<file path="src/design/hsv2rgb_pkg.sv">
// Types and constants shared by the HSV to RGB pipeline.
package hsv2rgb_pkg;

    localparam logic [8:0]  FULL_TURN  = 9'd360;
    localparam logic [5:0]  SECTOR_DEG = 6'd60;
    localparam logic [7:0]  UNIT       = 8'd255;
    // 255 * 60: full scale of a term before scaling by value
    localparam logic [13:0] DEN        = 14'd15300;
    localparam logic [21:0] DEN_HALF   = 22'd7650;
    // floor(n / 3825) = (n * RECIP) >> RECIP_SHIFT, exact for n < 2^20
    localparam logic [20:0] RECIP       = 21'd1122868;
    localparam int          RECIP_SHIFT = 32;

    localparam logic [2:0] SEC_0 = 3'd0;
    localparam logic [2:0] SEC_1 = 3'd1;
    localparam logic [2:0] SEC_2 = 3'd2;
    localparam logic [2:0] SEC_3 = 3'd3;
    localparam logic [2:0] SEC_4 = 3'd4;
    localparam logic [2:0] SEC_5 = 3'd5;

    typedef struct packed {
        logic [8:0] hue_degrees;
        logic [7:0] saturation;
        logic [7:0] brightness;
        logic [7:0] alpha_in;
    } t_hsv_in;

    typedef struct packed {
        logic [7:0] red;
        logic [7:0] green;
        logic [7:0] blue;
        logic [7:0] alpha_out;
    } t_rgb_out;

    typedef struct packed {
        logic [2:0] sector;
        logic [5:0] rem;
        logic [7:0] sat;
        logic [7:0] val;
        logic [7:0] alpha;
    } t_sect;

    typedef struct packed {
        logic [2:0]  sector;
        logic [7:0]  val;
        logic [7:0]  alpha;
        logic [13:0] term_p;
        logic [13:0] term_q;
        logic [13:0] term_t;
    } t_terms;

    typedef struct packed {
        logic [2:0]  sector;
        logic [7:0]  val;
        logic [7:0]  alpha;
        logic [21:0] num_p;
        logic [21:0] num_q;
        logic [21:0] num_t;
    } t_nums;

    typedef struct packed {
        logic [2:0] sector;
        logic [7:0] val;
        logic [7:0] alpha;
        logic [7:0] chan_p;
        logic [7:0] chan_q;
        logic [7:0] chan_t;
    } t_chans;

endpackage

</file>
<file path="src/design/hsv2rgb_sector.sv">
// Stage 1: wrap the hue and split it into sector and remainder.
module hsv2rgb_sector (
    input  logic                  i_clk,
    input  logic                  i_rst_n,
    input  logic                  i_valid,
    output logic                  o_ready,
    input  hsv2rgb_pkg::t_hsv_in  i_data,
    output logic                  o_valid,
    input  logic                  i_ready,
    output hsv2rgb_pkg::t_sect    o_data
);

    logic               r_valid;
    hsv2rgb_pkg::t_sect r_data;
    hsv2rgb_pkg::t_sect n_data;
    logic [8:0]         hue_w;
    logic [8:0]         base;
    logic [2:0]         sec;

    assign o_ready = !r_valid || i_ready;
    assign o_valid = r_valid;
    assign o_data  = r_data;

    always_comb begin
        hue_w = i_data.hue_degrees;
        if (i_data.hue_degrees >= hsv2rgb_pkg::FULL_TURN) begin
            hue_w = i_data.hue_degrees - hsv2rgb_pkg::FULL_TURN;
        end
        if (hue_w >= 9'(5 * hsv2rgb_pkg::SECTOR_DEG)) begin
            sec  = hsv2rgb_pkg::SEC_5;
            base = 9'(5 * hsv2rgb_pkg::SECTOR_DEG);
        end else if (hue_w >= 9'(4 * hsv2rgb_pkg::SECTOR_DEG)) begin
            sec  = hsv2rgb_pkg::SEC_4;
            base = 9'(4 * hsv2rgb_pkg::SECTOR_DEG);
        end else if (hue_w >= 9'(3 * hsv2rgb_pkg::SECTOR_DEG)) begin
            sec  = hsv2rgb_pkg::SEC_3;
            base = 9'(3 * hsv2rgb_pkg::SECTOR_DEG);
        end else if (hue_w >= 9'(2 * hsv2rgb_pkg::SECTOR_DEG)) begin
            sec  = hsv2rgb_pkg::SEC_2;
            base = 9'(2 * hsv2rgb_pkg::SECTOR_DEG);
        end else if (hue_w >= 9'(hsv2rgb_pkg::SECTOR_DEG)) begin
            sec  = hsv2rgb_pkg::SEC_1;
            base = 9'(hsv2rgb_pkg::SECTOR_DEG);
        end else begin
            sec  = hsv2rgb_pkg::SEC_0;
            base = 9'd0;
        end
        n_data.sector = sec;
        n_data.rem    = 6'(hue_w - base);
        n_data.sat    = i_data.saturation;
        n_data.val    = i_data.brightness;
        n_data.alpha  = i_data.alpha_in;
    end

    always_ff @(posedge i_clk) begin
        if (!i_rst_n) begin
            r_valid <= 1'b0;
        end else if (o_ready) begin
            r_valid <= i_valid;
        end
    end

    always_ff @(posedge i_clk) begin
        if (i_valid && o_ready) begin
            r_data <= n_data;
        end
    end

endmodule

</file>
<file path="src/design/hsv2rgb_terms.sv">
// Stage 2: form the saturation terms of p, q and t, in units of 1/15300.
module hsv2rgb_terms (
    input  logic                i_clk,
    input  logic                i_rst_n,
    input  logic                i_valid,
    output logic                o_ready,
    input  hsv2rgb_pkg::t_sect  i_data,
    output logic                o_valid,
    input  logic                i_ready,
    output hsv2rgb_pkg::t_terms o_data
);

    logic                r_valid;
    hsv2rgb_pkg::t_terms r_data;
    hsv2rgb_pkg::t_terms n_data;
    logic [13:0]         s_rem;
    logic [13:0]         s_comp;
    logic [5:0]          rem_comp;

    assign o_ready = !r_valid || i_ready;
    assign o_valid = r_valid;
    assign o_data  = r_data;

    always_comb begin
        rem_comp       = hsv2rgb_pkg::SECTOR_DEG - i_data.rem;
        s_rem          = 14'(i_data.sat) * 14'(i_data.rem);
        s_comp         = 14'(i_data.sat) * 14'(rem_comp);
        n_data.sector  = i_data.sector;
        n_data.val     = i_data.val;
        n_data.alpha   = i_data.alpha;
        n_data.term_p  = 14'(hsv2rgb_pkg::UNIT - i_data.sat)
                         * 14'(hsv2rgb_pkg::SECTOR_DEG);
        n_data.term_q  = hsv2rgb_pkg::DEN - s_rem;
        n_data.term_t  = hsv2rgb_pkg::DEN - s_comp;
    end

    always_ff @(posedge i_clk) begin
        if (!i_rst_n) begin
            r_valid <= 1'b0;
        end else if (o_ready) begin
            r_valid <= i_valid;
        end
    end

    always_ff @(posedge i_clk) begin
        if (i_valid && o_ready) begin
            r_data <= n_data;
        end
    end

endmodule

</file>
<file path="src/design/hsv2rgb_numer.sv">
// Stage 3: scale each term by value and add the rounding half.
module hsv2rgb_numer (
    input  logic                i_clk,
    input  logic                i_rst_n,
    input  logic                i_valid,
    output logic                o_ready,
    input  hsv2rgb_pkg::t_terms i_data,
    output logic                o_valid,
    input  logic                i_ready,
    output hsv2rgb_pkg::t_nums  o_data
);

    logic               r_valid;
    hsv2rgb_pkg::t_nums r_data;
    hsv2rgb_pkg::t_nums n_data;

    assign o_ready = !r_valid || i_ready;
    assign o_valid = r_valid;
    assign o_data  = r_data;

    always_comb begin
        n_data.sector = i_data.sector;
        n_data.val    = i_data.val;
        n_data.alpha  = i_data.alpha;
        n_data.num_p  = 22'(i_data.val) * 22'(i_data.term_p) + hsv2rgb_pkg::DEN_HALF;
        n_data.num_q  = 22'(i_data.val) * 22'(i_data.term_q) + hsv2rgb_pkg::DEN_HALF;
        n_data.num_t  = 22'(i_data.val) * 22'(i_data.term_t) + hsv2rgb_pkg::DEN_HALF;
    end

    always_ff @(posedge i_clk) begin
        if (!i_rst_n) begin
            r_valid <= 1'b0;
        end else if (o_ready) begin
            r_valid <= i_valid;
        end
    end

    always_ff @(posedge i_clk) begin
        if (i_valid && o_ready) begin
            r_data <= n_data;
        end
    end

endmodule

</file>
<file path="src/design/hsv2rgb_div.sv">
// Stage 4: divide each numerator by 15300 through a reciprocal multiply.
module hsv2rgb_div (
    input  logic                i_clk,
    input  logic                i_rst_n,
    input  logic                i_valid,
    output logic                o_ready,
    input  hsv2rgb_pkg::t_nums  i_data,
    output logic                o_valid,
    input  logic                i_ready,
    output hsv2rgb_pkg::t_chans o_data
);

    logic                r_valid;
    hsv2rgb_pkg::t_chans r_data;
    hsv2rgb_pkg::t_chans n_data;

    // 15300 = 4 * 3825: drop the factor of four, then multiply by 1/3825
    function automatic logic [7:0] div_den(input logic [21:0] num);
        logic [40:0] prod;
        prod = 41'(num[21:2]) * 41'(hsv2rgb_pkg::RECIP);
        return prod[hsv2rgb_pkg::RECIP_SHIFT +: 8];
    endfunction

    assign o_ready = !r_valid || i_ready;
    assign o_valid = r_valid;
    assign o_data  = r_data;

    always_comb begin
        n_data.sector = i_data.sector;
        n_data.val    = i_data.val;
        n_data.alpha  = i_data.alpha;
        n_data.chan_p = div_den(i_data.num_p);
        n_data.chan_q = div_den(i_data.num_q);
        n_data.chan_t = div_den(i_data.num_t);
    end

    always_ff @(posedge i_clk) begin
        if (!i_rst_n) begin
            r_valid <= 1'b0;
        end else if (o_ready) begin
            r_valid <= i_valid;
        end
    end

    always_ff @(posedge i_clk) begin
        if (i_valid && o_ready) begin
            r_data <= n_data;
        end
    end

endmodule

</file>
<file path="src/design/hsv_to_rgb_converter.sv">
// Top level of the HSV to RGB converter: four arithmetic stages and the channel router.
//
// Input channel i_valid/o_ready carries one pixel per transfer: hue in whole
// degrees (values 360 and above wrap by one turn), saturation, value and alpha.
// Output channel o_valid/i_ready carries red, green, blue and the unchanged alpha.
//
// Five register stages: sector split, saturation terms, value scaling,
// reciprocal divide by 15300, and routing of v, p, q, t by sector into the
// output register, which drives o_valid and o_data.
// Throughput is one pixel per clock while the receiver keeps i_ready high;
// the three multiply stages set the depth.
//
// Each stage holds its own valid bit and is ready whenever it is empty or its
// successor is ready, so bubbles close up while the receiver stalls.
// When i_ready is low the pipeline fills and holds; nothing is dropped or repeated.
// Synchronous active-low reset empties every stage; o_valid is low after reset
// and the block accepts input in the first cycle after reset is released.
module hsv_to_rgb_converter (
    input  logic                    i_clk,
    input  logic                    i_rst_n,
    input  logic                    i_valid,
    output logic                    o_ready,
    input  hsv2rgb_pkg::t_hsv_in    i_data,
    output logic                    o_valid,
    input  logic                    i_ready,
    output hsv2rgb_pkg::t_rgb_out   o_data
);

    logic                  sect_valid, sect_ready;
    hsv2rgb_pkg::t_sect    sect_data;
    logic                  terms_valid, terms_ready;
    hsv2rgb_pkg::t_terms   terms_data;
    logic                  nums_valid, nums_ready;
    hsv2rgb_pkg::t_nums    nums_data;
    logic                  chans_valid, chans_ready;
    hsv2rgb_pkg::t_chans   chans_data;

    logic                  r_valid;
    hsv2rgb_pkg::t_rgb_out r_data;
    hsv2rgb_pkg::t_rgb_out n_data;

    hsv2rgb_sector u_sector (
        .i_clk   (i_clk),
        .i_rst_n (i_rst_n),
        .i_valid (i_valid),
        .o_ready (o_ready),
        .i_data  (i_data),
        .o_valid (sect_valid),
        .i_ready (sect_ready),
        .o_data  (sect_data)
    );

    hsv2rgb_terms u_terms (
        .i_clk   (i_clk),
        .i_rst_n (i_rst_n),
        .i_valid (sect_valid),
        .o_ready (sect_ready),
        .i_data  (sect_data),
        .o_valid (terms_valid),
        .i_ready (terms_ready),
        .o_data  (terms_data)
    );

    hsv2rgb_numer u_numer (
        .i_clk   (i_clk),
        .i_rst_n (i_rst_n),
        .i_valid (terms_valid),
        .o_ready (terms_ready),
        .i_data  (terms_data),
        .o_valid (nums_valid),
        .i_ready (nums_ready),
        .o_data  (nums_data)
    );

    hsv2rgb_div u_div (
        .i_clk   (i_clk),
        .i_rst_n (i_rst_n),
        .i_valid (nums_valid),
        .o_ready (nums_ready),
        .i_data  (nums_data),
        .o_valid (chans_valid),
        .i_ready (chans_ready),
        .o_data  (chans_data)
    );

    assign chans_ready = !r_valid || i_ready;
    assign o_valid     = r_valid;
    assign o_data      = r_data;

    // route v, p, q and t to the channels by sector
    always_comb begin
        n_data.alpha_out = chans_data.alpha;
        case (chans_data.sector)
            hsv2rgb_pkg::SEC_1: begin
                n_data.red   = chans_data.chan_q;
                n_data.green = chans_data.val;
                n_data.blue  = chans_data.chan_p;
            end
            hsv2rgb_pkg::SEC_2: begin
                n_data.red   = chans_data.chan_p;
                n_data.green = chans_data.val;
                n_data.blue  = chans_data.chan_t;
            end
            hsv2rgb_pkg::SEC_3: begin
                n_data.red   = chans_data.chan_p;
                n_data.green = chans_data.chan_q;
                n_data.blue  = chans_data.val;
            end
            hsv2rgb_pkg::SEC_4: begin
                n_data.red   = chans_data.chan_t;
                n_data.green = chans_data.chan_p;
                n_data.blue  = chans_data.val;
            end
            hsv2rgb_pkg::SEC_5: begin
                n_data.red   = chans_data.val;
                n_data.green = chans_data.chan_p;
                n_data.blue  = chans_data.chan_q;
            end
            default: begin
                n_data.red   = chans_data.val;
                n_data.green = chans_data.chan_t;
                n_data.blue  = chans_data.chan_p;
            end
        endcase
    end

    always_ff @(posedge i_clk) begin
        if (!i_rst_n) begin
            r_valid <= 1'b0;
        end else if (chans_ready) begin
            r_valid <= chans_valid;
        end
    end

    always_ff @(posedge i_clk) begin
        if (chans_valid && chans_ready) begin
            r_data <= n_data;
        end
    end

endmodule

</file>
<file path="config.mk">
export PLATFORM = sky130hd
export DESIGN_NAME = hsv_to_rgb_converter
export DESIGN_NICKNAME = d
export VERILOG_FILES = /design/src/design/hsv2rgb_pkg.sv /design/src/design/hsv2rgb_sector.sv /design/src/design/hsv2rgb_terms.sv /design/src/design/hsv2rgb_numer.sv /design/src/design/hsv2rgb_div.sv /design/src/design/hsv_to_rgb_converter.sv
export SDC_FILE = /design/constraint.sdc
export NUM_CORES = 2
export LEC_CHECK = 0
export ABC_AREA = 1
export BUFFER_PORTS_ARGS = -buffer_cell sky130_fd_sc_hd__buf_4
export CAP_MARGIN = 20
export CORE_MARGIN = 2
export CORE_UTILIZATION = 40
export CTS_BUF_LIST = sky130_fd_sc_hd__clkbuf_4 sky130_fd_sc_hd__clkbuf_8
export CTS_CLUSTER_DIAMETER = 120
export DETAILED_ROUTE_END_ITERATION = 10
export PLACE_DENSITY = 0.56
export SYNTH_ARGS = -nofsm -noshare
export SYNTH_HDL_FRONTEND = slang
export SYNTH_SLANG_ARGS = --single-unit
</file>
<file path="constraint.sdc">
create_clock -name i_clk -period 5.4 [get_ports i_clk]
set_input_delay 1.35 -clock i_clk [delete_from_list [all_inputs] [get_ports i_clk]]
set_output_delay 1.35 -clock i_clk [all_outputs]
set_load 0.01 [all_outputs]
</file>
Word level (Yosys, flattened, before mapping)
Cells that the tools add are included.
Word-level totals
  output and inout bits: 34
  input port bits: 37
  word-level logic and storage cells: 89
  bits in registers: 257
Operators by class
  $mul: 9
  reductions and logical operators: 16
  multiplexer cells: 11
  $lt $le $gt $ge: 6
  eq/ne operators: 5
  add/subtract/negate cells: 9
Operator list (number)
  one-hot mux 24 bit (5 select lines): 1
  multiplier 20 x 19 -> 38 bit (second input constant): 3
  adder 22 x 13 -> 22 bit (second input constant): 3
  multiplier 8 x 14 -> 22 bit: 2
  two-way mux 6 bit: 5
  multiplier 8 x 6 -> 14 bit: 2
  subtractor 14 bit (first input constant): 2
  multiplier 8 x 12 -> 20 bit: 1
  greater-or-equal comparator 9 x 8 -> 1 bit (second input constant): 2
  greater-or-equal comparator 9 bit (second input constant): 2
  multiplier 14 x 4 -> 12 bit (second input constant): 1
  greater-or-equal comparator 9 x 6 -> 1 bit (second input constant): 1
  greater-or-equal comparator 9 x 7 -> 1 bit (second input constant): 1
  two-way mux 9 bit: 1
  subtractor 8 x 8 -> 9 bit (first input constant): 1
  subtractor 9 bit (second input constant): 1
  == test 3 x 2 -> 1 bit (second input constant): 2
  == test 3 bit (second input constant): 2
  two-way mux 3 bit: 2
  subtractor 6 bit: 1
  subtractor 6 bit (first input constant): 1
  logical AND 1 bit: 5
  zero test 1 bit: 5
  logical OR 1 bit: 5
  3 further kinds: 4

Logic depth before layout (Yosys ltp)
  depth after elaboration: 9
  depth in mapped cells: 28
  mapped depth without buffers: 26

Hierarchy
Synthesis repeated with hierarchy kept, for this count alone.
Unflattened totals
  cells, all modules: 5062
  area, all modules: 41556.1 µm²
By module, submodules not included
  hsv2rgb_div: area an instance 16769.8 µm², seq. area each 1311.3 µm², cells each 1979, times used 1
  hsv2rgb_numer: area an instance 14863.0 µm², seq. area each 2572.5 µm², cells each 1939, times used 1
  hsv2rgb_terms: area an instance 6493.7 µm², seq. area each 1761.7 µm², cells each 778, times used 1
  hsv_to_rgb_converter: area an instance 1840.5 µm², seq. area each 980.9 µm², cells each 230, times used 1
  hsv2rgb_sector: area an instance 1589.0 µm², seq. area each 1011.0 µm², cells each 136, times used 1

Least setup slack after synthesis
OpenSTA, ideal clock, no wires.
  path type: register to register
  start: register u_sector.r_data, in the netlist u_sector.o_data[24]
  end: register u_terms.r_data, in the netlist u_terms.o_data[10] (data pin)
  cell stages (with the launch flop): 24
  setup slack: 0.620 ns
  data required time: 5.135 ns
  clock period less this slack: 4.780 ns
  path buffers: 1
  library setup time: 0.265 ns
  arrival time: 4.515 ns
  cells stage by stage: edfxtp_1 -> clkbuf_1 -> inv_1 -> ha_1 -> inv_1 -> nand3_1 -> xor2_1 -> or2_2 -> fa_1 -> inv_1 -> fa_1 -> inv_1 -> fa_1 -> ha_1 -> ha_1 -> a21oi_1 -> nand2_1 -> nand2_1 -> nand2_1 -> a21oi_1 -> inv_1 -> a21oi_1 -> o21ai_0 -> xor2_1
RTL lines
  start, declared: RTL line hsv2rgb_sector.sv:14  | hsv2rgb_pkg::t_sect r_data;
  start signal, assigned: RTL line hsv2rgb_sector.sv:65  | r_data <= n_data;
  end signal, assigned: RTL line hsv2rgb_terms.sv:47  | r_data <= n_data;
  end, declared: RTL line hsv2rgb_terms.sv:14  | hsv2rgb_pkg::t_terms r_data;

==> qor.txt <==
Status: finished clean
Final Slew Violations: 0
Hold/Removal Path Class: reg -> reg
CTS Hold Buffers Added: 0
First-pass GRT wire length: 152000 um
Cell Rows: 115
Fill count: 9898
Initial antenna violation count: 4
Share of layout cells above drive strength 1: 5.30%
Post-synthesis average cell area: 8.51 um^2
Synth Instances: 4700
Final Hold Vio Count: 0
Normalized max-slew margin: 31.1%
CTS tree: yes
Initial Util: 40.5%
CP peak stage delay: 0.71 ns
Worst slew pin tran: 1.03 ns
Buf/Inv on CP: 3
Num CTS Buffers: 47
Min cycle time layout: 4.97 ns
Sequential share of the synthesized area: 18.6%
Crit path max fanout: 14
Routed vias: 28492
Fin nets: 6005
Synth top area cells: fa_1 24%, ha_1 22%, edfxtp_1 18%, inv_1 13%, nand2_1 8.5%
DR WL/cell: 15.0 um
Die area: 103000 um^2
Final Cycle Share: 92.0%
Main synth FF type: edfxtp_1
Drt total wl: 91400 um
Post-layout util: 43.7%
Clock latency on the worst-skew pair: 0.66 ns
Crit. End Element: flop
Synth top area share: 23.8%
Final ANT Viol Nets: 0
Area of the multi-input gates: 27100 um^2
Tot GR Track Use: 18.4%
CP Launch Type: flop
FMAX: 201 MHz
Post-synthesis cell type count: 57
Post-route cell area: 43200 um^2
Unrepaired setup endpoints after global routing: false
Crit path kind: reg -> reg
PortBufs: 70
Vias per cell: 4.67
Ys Warns: 0
Final setup fails: 0
I/O pin count: 71
Net Count, Synth: 5929
H-tree levels: 2
Clk sink count: 250
Fin Setup TNS: 0 ns
Post-synth EDFFs: 245
Ant. Diodes: 0
Pre-antenna DRT Iters: 6
Synthesis-stage register bit count: 250
Max-Cap Viols: 0
Slowest cell on crit path: edfxtp_1
Sequential cell area: 7460 um^2
Clock Skews: 0.0417 ns
Critical Path RT: 5.81 ns
Die Height: 320 um
Root buf cell: clkbuf_8
Worst path cell trace: nand2_1, fa_1, fa_1, inv_1, fa_1, inv_1, fa_1, inv_1, ha_1, nand2_1, nor2_1, nand2_1, nand2_2, xor2_4, nand2_2, a21oi_4, nand3_1, nand2_1, nand2_1
Area growth syn-to-layout: 7.96%
Vias in the first global route: 29282
Die X-Extent: 320 um
Overflow after GRT: 0
Global placement routability congestion: 0.904
Commonest non-fill, non-tap cell in the layout: inv_1
Final HPWL DP: 78400 um
Worst-path clk slew: 0.06 ns
Area of the core: 98700 um^2
Drt drc: 0
Most frequent CP cell: nand2_1
Largest net degree at the start of global routing: 57
Max Root-Sink Buffers: 3
Cell taking the most area after synthesis: fa_1
Cell area after synthesis: 40000 um^2
Async set-reset flop share out of synthesis: 0%
Crit path DAT: 5.38 ns
Most frequent cells in the layout: 1351 x inv_1, 906 x nand2_1, 716 x ha_1, 476 x fa_1, 245 x edfxtp_1
Dpl cell area: 42100 um^2
CP top delay family: adder cells
Initial DRC count: 1552
==> per-layer routing <==
metal  up-vias  wire length, um  part of all wire [%]  track usage, %
met5         -                7                0.0077               0
met4         2             2070                   2.3            4.42
met3       101             3630                   4.0            2.53
met2       450            40500                    44            29.5
met1     13373            45200                    49            26.2
li1      14566                -                     -               -
==> cell families after synthesis <==
group,share of synthesized area (%)
DFF,18.6
AOI/OAI and AO/OA,5.74
and+or+nand+nor,13.6
xor gates and xnor gates,2.08
buffers and inverters,13.7
adders and majority gates,46.2
==> cell usage after synthesis, drive strengths merged, types with 8 or more instances <==
library cell,number
a21o,18
a21oi,196
a31oi,9
buf,9
clkbuf,78
edfxtp,245
fa,476
ha,716
inv,1363
nand2,924
nand3,112
nand4,25
nor2,196
nor3,31
nor4,11
o2111ai,15
o21ai,97
o21bai,13
o31ai,8
xnor2,29
xor2,63
==> sequential cells by signal, indices dropped and copies added, names as in the netlist <==
| register | flops |
|---|---|
| u_sector.o_valid | 1 |
| u_terms.o_data | 58 |
| u_div.o_data | 43 |
| u_terms.o_valid | 1 |
| u_sector.o_data | 33 |
| u_numer.o_data | 79 |
| u_div.o_valid | 1 |
| o_valid | 1 |
| u_numer.o_valid | 1 |
| o_data | 32 |
==> repair_timing <==
item,in CTS,in global routing
setup buffers,0,2
endpoints found under the setup margin,0,2
gates resized for setup,0,1
==> per-stage QoR <==
| stage | instances | worst slack, ns | hold WS [ns] |
|---|---|---|---|
| floorplan | 4700 | 0.620 | 0.400 |
| global placement | 6011 | 0.277 | 0.400 |
| detailed placement | 6012 | 0.260 | 0.405 |
| CTS | 6098 | 0.253 | 0.415 |
| global route | 6100 | 0.0630 | 0.428 |
| finish | 6100 | 0.430 | 0.413 |
==> final timing paths <==
kind                                              startpoint                      endpoint  slack (ns)  depth (start not counted)
worst max register to register  u_terms.o_data[53]$_DFFE_PP_  u_numer.o_data[63]$_DFFE_PP_        0.43                         19
worst min-delay path              u_div.o_data[25]$_DFFE_PP_           o_data[1]$_DFFE_PP_        0.41                          0
worst min register to register    u_div.o_data[25]$_DFFE_PP_           o_data[1]$_DFFE_PP_        0.41                          0
worst max-delay path            u_terms.o_data[53]$_DFFE_PP_  u_numer.o_data[63]$_DFFE_PP_        0.43                         19
==> cell type report <==
type	instances	area share [%]
multi-input cells	3000	62.7
flip-flops and latches	250	17.3
clock buffers	61	1.76
repair buffers	114	2.07
inverters	1363	11.9
clock inverters	25	0.617
well taps	1287	3.73
==> worst register-to-register path, stage by stage, from the launching register on <==
cell	delay (ns)
edfxtp_1	0.71
nand2_1	0.15
fa_1	0.50
fa_1	0.49
inv_1	0.05
fa_1	0.57
inv_1	0.07
fa_1	0.53
inv_1	0.04
ha_1	0.34
nand2_1	0.12
nor2_1	0.16
nand2_1	0.09
nand2_2	0.12
xor2_4	0.26
nand2_2	0.12
a21oi_4	0.19
nand3_1	0.10
nand2_1	0.08
nand2_1	0.05
Power is not shown: default switching activity piles up to over one toggle a cycle in this logic, so the estimate is an artifact.
